**config.mk**
```make
export PLATFORM = sky130hd
export DESIGN_NAME = r2fft_bfly
export DESIGN_NICKNAME = d
export VERILOG_FILES = /design/src/rtl/r2fft_pkg.sv /design/src/rtl/r2fft_bfly.sv
export SDC_FILE = /design/constraint.sdc
export NUM_CORES = 2
export LEC_CHECK = 0
export BUFFER_PORTS_ARGS = -buffer_cell sky130_fd_sc_hd__buf_2
export CORE_MARGIN = 10
export CORE_UTILIZATION = 45
export DETAILED_ROUTE_END_ITERATION = 16
export PLACE_DENSITY = 0.72
export RECOVER_POWER = 100
export SLEW_MARGIN = 20
export SYNTH_ARGS = -nofsm -noshare
export SYNTH_HDL_FRONTEND = slang
export SYNTH_SLANG_ARGS = --single-unit
```
**constraint.sdc**
```tcl
create_clock -name clk -period 23.1 [get_ports clk]
set_input_delay 2.31 -clock clk [delete_from_list [all_inputs] [get_ports clk]]
set_output_delay 2.31 -clock clk [all_outputs]
set_load 0.05 [all_outputs]
```
**src/rtl/r2fft_pkg.sv**
```systemverilog
package r2fft_pkg;

  localparam int DATA_W      = 26;
  localparam int TW_W        = 16;
  localparam int PROD_W      = DATA_W + TW_W;
  localparam int SUM_W       = PROD_W + 1;
  localparam int ROUND_SHIFT = 15;
  localparam int T_W         = SUM_W - ROUND_SHIFT;
  localparam int ADD_W       = T_W + 1;
  localparam int MODE_W      = 2;
  localparam int OUT_TDATA_W = ((2 * DATA_W + 7) / 8) * 8;

  localparam int DEF_POINTS      = 512;
  localparam int DEF_LOG2_POINTS = 9;
  localparam int DEF_SAMPLE_BITS = 16;

  localparam logic [MODE_W-1:0] MODE_LOAD = 2'd0;
  localparam logic [MODE_W-1:0] MODE_RUN  = 2'd1;
  localparam logic [MODE_W-1:0] MODE_READ = 2'd2;

  typedef struct packed {
    logic signed [DATA_W-1:0] im;
    logic signed [DATA_W-1:0] re;
  } cplx_t;

  typedef enum logic [3:0] {
    S_IDLE,
    S_RD,
    S_BR_RA,
    S_BR_RB,
    S_BR_WA,
    S_BR_WB,
    S_BF_RA,
    S_BF_RB,
    S_BF_LD,
    S_BF_WAIT,
    S_BF_WA,
    S_BF_WB
  } state_t;

  function automatic logic signed [DATA_W-1:0] sat_data(input logic signed [ADD_W-1:0] v);
    logic signed [ADD_W-1:0] hi;
    logic signed [ADD_W-1:0] lo;
    hi = ADD_W'({1'b0, {(DATA_W-1){1'b1}}});
    lo = -hi - ADD_W'(1);
    if (v > hi) begin
      return {1'b0, {(DATA_W-1){1'b1}}};
    end else if (v < lo) begin
      return {1'b1, {(DATA_W-1){1'b0}}};
    end
    return v[DATA_W-1:0];
  endfunction

endpackage

```
**src/rtl/r2fft_bfly.sv**
```systemverilog
module r2fft_bfly
  import r2fft_pkg::*;
(
  input  logic                   clk,
  input  logic                   rst_n,
  input  logic                   start,
  input  cplx_t                  a,
  input  cplx_t                  b,
  input  logic signed [TW_W-1:0] c,
  input  logic signed [TW_W-1:0] s,
  output logic                   done,
  output cplx_t                  a_out,
  output cplx_t                  b_out
);

  localparam logic [2:0] PH_LAST = 3'd6;

  logic [2:0]                ph_r;
  cplx_t                     a_r, b_r, a_out_r, b_out_r;
  logic signed [TW_W-1:0]    c_r, s_r;
  logic signed [PROD_W-1:0]  prod_r, acc_r;
  logic signed [T_W-1:0]     tr_r, ti_r;
  logic                      done_r;
  logic signed [TW_W-1:0]    mul_a;
  logic signed [DATA_W-1:0]  mul_b;
  logic signed [PROD_W-1:0]  prod_nxt;
  logic signed [SUM_W-1:0]   sum_add, sum_sub;
  logic signed [SUM_W-1:0]   rnd_add, rnd_sub;

  // One multiplier serves all four partial products: c*br, s*bi, c*bi, s*br.
  assign mul_a    = (ph_r == 3'd1 || ph_r == 3'd3) ? c_r : s_r;
  assign mul_b    = (ph_r == 3'd1 || ph_r == 3'd4) ? b_r.re : b_r.im;
  assign prod_nxt = PROD_W'(mul_a) * PROD_W'(mul_b);

  assign sum_add = SUM_W'(acc_r) + SUM_W'(prod_r);
  assign sum_sub = SUM_W'(acc_r) - SUM_W'(prod_r);
  assign rnd_add = sum_add + SUM_W'(1 << (ROUND_SHIFT - 1));
  assign rnd_sub = sum_sub + SUM_W'(1 << (ROUND_SHIFT - 1));

  always_ff @(posedge clk) begin
    if (!rst_n) begin
      ph_r   <= '0;
      done_r <= 1'b0;
    end else begin
      done_r <= 1'b0;
      if (start) begin
        ph_r <= 3'd1;
      end else if (ph_r == PH_LAST) begin
        ph_r   <= '0;
        done_r <= 1'b1;
      end else if (ph_r != 3'd0) begin
        ph_r <= ph_r + 3'd1;
      end
    end
  end

  always_ff @(posedge clk) begin
    if (start) begin
      a_r <= a;
      b_r <= b;
      c_r <= c;
      s_r <= s;
    end
    if (ph_r != 3'd0) begin
      prod_r <= prod_nxt;
    end
    if (ph_r == 3'd2 || ph_r == 3'd4) begin
      acc_r <= prod_r;
    end
    if (ph_r == 3'd3) begin
      tr_r <= rnd_add[SUM_W-1:ROUND_SHIFT];
    end
    if (ph_r == 3'd5) begin
      ti_r <= rnd_sub[SUM_W-1:ROUND_SHIFT];
    end
    if (ph_r == PH_LAST) begin
      a_out_r.re <= sat_data(ADD_W'(a_r.re) + ADD_W'(tr_r));
      a_out_r.im <= sat_data(ADD_W'(a_r.im) + ADD_W'(ti_r));
      b_out_r.re <= sat_data(ADD_W'(a_r.re) - ADD_W'(tr_r));
      b_out_r.im <= sat_data(ADD_W'(a_r.im) - ADD_W'(ti_r));
    end
  end

  assign done  = done_r;
  assign a_out = a_out_r;
  assign b_out = b_out_r;

  a_start_idle: assert property (@(posedge clk) disable iff (!rst_n)
    start |-> ph_r == 3'd0)
    else $error("butterfly started while busy");

  a_done_after_last: assert property (@(posedge clk) disable iff (!rst_n)
    $rose(done_r) |-> $past(ph_r == PH_LAST))
    else $error("butterfly done without finishing its phases");

  a_phase_runs: assert property (@(posedge clk) disable iff (!rst_n)
    (ph_r != 3'd0 && ph_r != PH_LAST && !start) |=> ph_r == $past(ph_r) + 3'd1)
    else $error("butterfly phase skipped");

endmodule

```
==> impl_metrics.py <==
metrics = {
    "outcome": {
        "status": "finished, violations left",
        "violations": "max-capacitance violations, max-slew violations",
    },
    "logic_synthesis": {
        "syn_area_per_cell_um2": 10.3,
        "ys.flop_type": "edfxtp_1",
        "synth_edf_count": 380,
        "yosysTopAreaCellShare_pct": 30.3,
        "async_flop_share_pct": 0,
        "synth_seq_cells": 384,
        "ys_warn_count": 0,
        "yosysTopAreaCell": "edfxtp_1",
        "synth_cell_types": 89,
        "synth_area_leaders": "edfxtp_1 (30%), fa_1 (22%), ha_1 (13%), inv_1 (6.6%), nor2_1 (3.3%)",
        "syn_area_um2": 37600,
        "synth_nets": 4596,
        "syn-instance-count": 3670,
        "synth_seq_area_share_pct": 30.5,
    },
    "timing": {
        "slew_violations": 525,
        "fin_setup_tns_ns": 0,
        "rsz0062_at_grt": "no",
        "setup_violations": 0,
        "relSlewSlack_pct": -181,
        "finalCritPeriodShare_pct": 47.2,
        "hold_violations": 0,
        "worst_clock_skew_ns": 0.0250,
        "timing.fmax_mhz": 91.7,
        "period_needed_ns": 10.91,
        "worst_pin_slew_ns": 4.22,
    },
    "place": {
        "io_buffers": 243,
        "gp_congestion": 0.973,
        "hpwl_um": 76800,
    },
    "grt": {
        "grt_max_degree": 81,
        "grt_use_total_pct": 19.7,
        "grt_pass1_vias": 27327,
        "antenna_found_initial": 0,
        "grt_pass1_wl_um": 150000,
        "grt-ovfl-total": 0,
    },
    "route": {
        "wl_per_cell_um": 19.1,
        "wirelength_um": 95100,
        "vias_per_cell": 5.30,
        "ant_nets": 0,
        "post-route-drc-count": 0,
        "dr.pass1.iters": 5,
        "drt_iter0_markers": 2295,
        "vias": 26417,
    },
    "clocking": {
        "cts_made_buffers": 44,
        "h-tree-depth": 2,
        "postCtsHoldBufs": 0,
        "clk_latency_ns": 0.61,
        "cts_max_path_buffers": 3,
        "cts_resized": 0,
        "clock-sinks": 384,
        "path_clk_slew_ns": 0.08,
        "cts_tree": "built",
        "cts_setup_buffers": 0,
        "cts-root-buf": "clkbuf_16",
    },
    "worst_setup_path": {
        "worst_path_most_repeated_cell": "fa_1",
        "regToRegSetupSlack_ns": 12.19,
        "path_class": "flop to flop",
        "cp.required_ns": 23.45,
        "cp-start-kind": "flop",
        "critPathSlowestCell": "clkbuf_1",
        "crit_fanout": 30,
        "cp-end-kind": "flop",
        "critPathMaxStageDelay_ns": 1.63,
        "critPathArrivalTime_ns": 11.25,
    },
    "floorplanning": {
        "start_util_pct": 45.6,
        "core_um2": 82500,
        "ios": 244,
        "die_h_um": 309,
        "num_rows": 105,
        "die_x_um": 309,
        "dieArea_um2": 95600,
    },
    "final_layout": {
        "drive_gt1_share_pct": 7.07,
        "final_nets": 4811,
        "num_antenna_cells": 0,
        "area_growth_pct": 9.49,
        "fillCellCount": 7583,
    },
    "run": {
        "maxCapViolCount": 13,
    },
    "hold_path": {
        "hold_class": "flop to flop",
    },
}
worst max-delay path: cells and delay by family (launching register included):
kind / cells / cell delay, ns
compound gates: 9 / 2.23
xor+xnor: 1 / 0.10
fa+ha+maj: 9 / 3.70
buf+inv: 4 / 2.36
flops: 1 / 0.36
mux: 1 / 1.37
simple gates: 2 / 0.46
final timing paths:
path	startpoint	endpoint	cells past startpoint
max	ph_r[0]	prod_r[40]	26
min	prod_r[31]	acc_r[31]	0
max reg2reg	ph_r[0]	prod_r[40]	26
min reg2reg	prod_r[31]	acc_r[31]	0
per-stage QoR:
step	hold slack, ns	cells	instance area (µm²)	utilization, %	setup WS, ns
after detailed placement	0.473	4909	40000	48.5	14.29
after CTS	0.481	4989	41500	50.3	14.29
after floorplan	0.443	3670	37600	-	14.99
after global placement	0.465	4909	40000	48.5	14.48
final	0.479	4989	41200	49.9	12.19
after global routing	0.506	4989	41200	49.9	11.51
sequential cells by signal, summed over array words and instances (netlist names):
signal and cells:
b_r 52, ph_r 3, s_r 16, a_r 52, b_out 52, acc_r 42, ti_r 28, done 1
tr_r 28, c_r 16, prod_r 42, a_out 52
layout by cell type, fill, tap and decap left out, types with 39 or more instances in the layout:
master	instances
inv_1	664
fa_1	406
ha_1	381
edfxtp_1	380
nor2_1	331
nand2_1	301
a21oi_1	183
o21ai_0	149
xnor2_1	142
clkbuf_1	135
buf_2	120
a21o_1	96
xor2_1	48
clkbuf_16	45
mux2i_1	41
mux2_2	40
o21bai_1	39
cell type report:
class | instances | area (µm²) | share of cell area [%]
clock buffers | 51 | 1150 | 2.79
clock inverters | 29 | 393 | 0.953
repair buffers | 266 | 1210 | 2.94
flip-flops and latches | 384 | 11500 | 27.9
multi-input cells | 2522 | 23100 | 56.1
inverters | 667 | 2500 | 6.08
well taps | 1070 | 1340 | 3.25
synthesized netlist by cell type, types with 24 or more instances:
library cell,n
ha_1,381
xor2_1,48
o21a_1,24
nand2_1,301
nor3_1,25
mux2i_1,44
a21oi_1,184
nor2_1,332
nand3_1,28
a21o_1,96
o21bai_1,39
fa_1,406
nand2b_1,31
nor2b_1,29
o21ai_0,106
mux2_2,41
inv_1,665
o21ai_1,29
xnor2_1,142
edfxtp_1,380
clkbuf_1,62
kinds of logic (layout without fill, tap and decap cells):
kind of cell	Yosys count	count (layout)	synth area share, %
AO/OA/AOI/OAI	634	634	11.1
buffers and inverters	764	1013	7.79
adder cells (fa/ha/maj)	787	787	34.3
AND/OR/NAND/NOR	826	826	9.51
multiplexers	85	85	2.40
XOR/XNOR	190	190	4.42
flip-flops	384	384	30.5
routing by layer:
metal	vias up	GRT usage [%]	wire length [µm]
li1	12487	-	-
met1	12730	26.5	41800
met2	1048	31.8	42600
met3	152	4.23	7870
met4	0	5.72	2790
met5	-	0	0
Power is left out: the tool's default activity adds up to more than one toggle a clock period on the data nets, which glitch-free logic cannot reach.
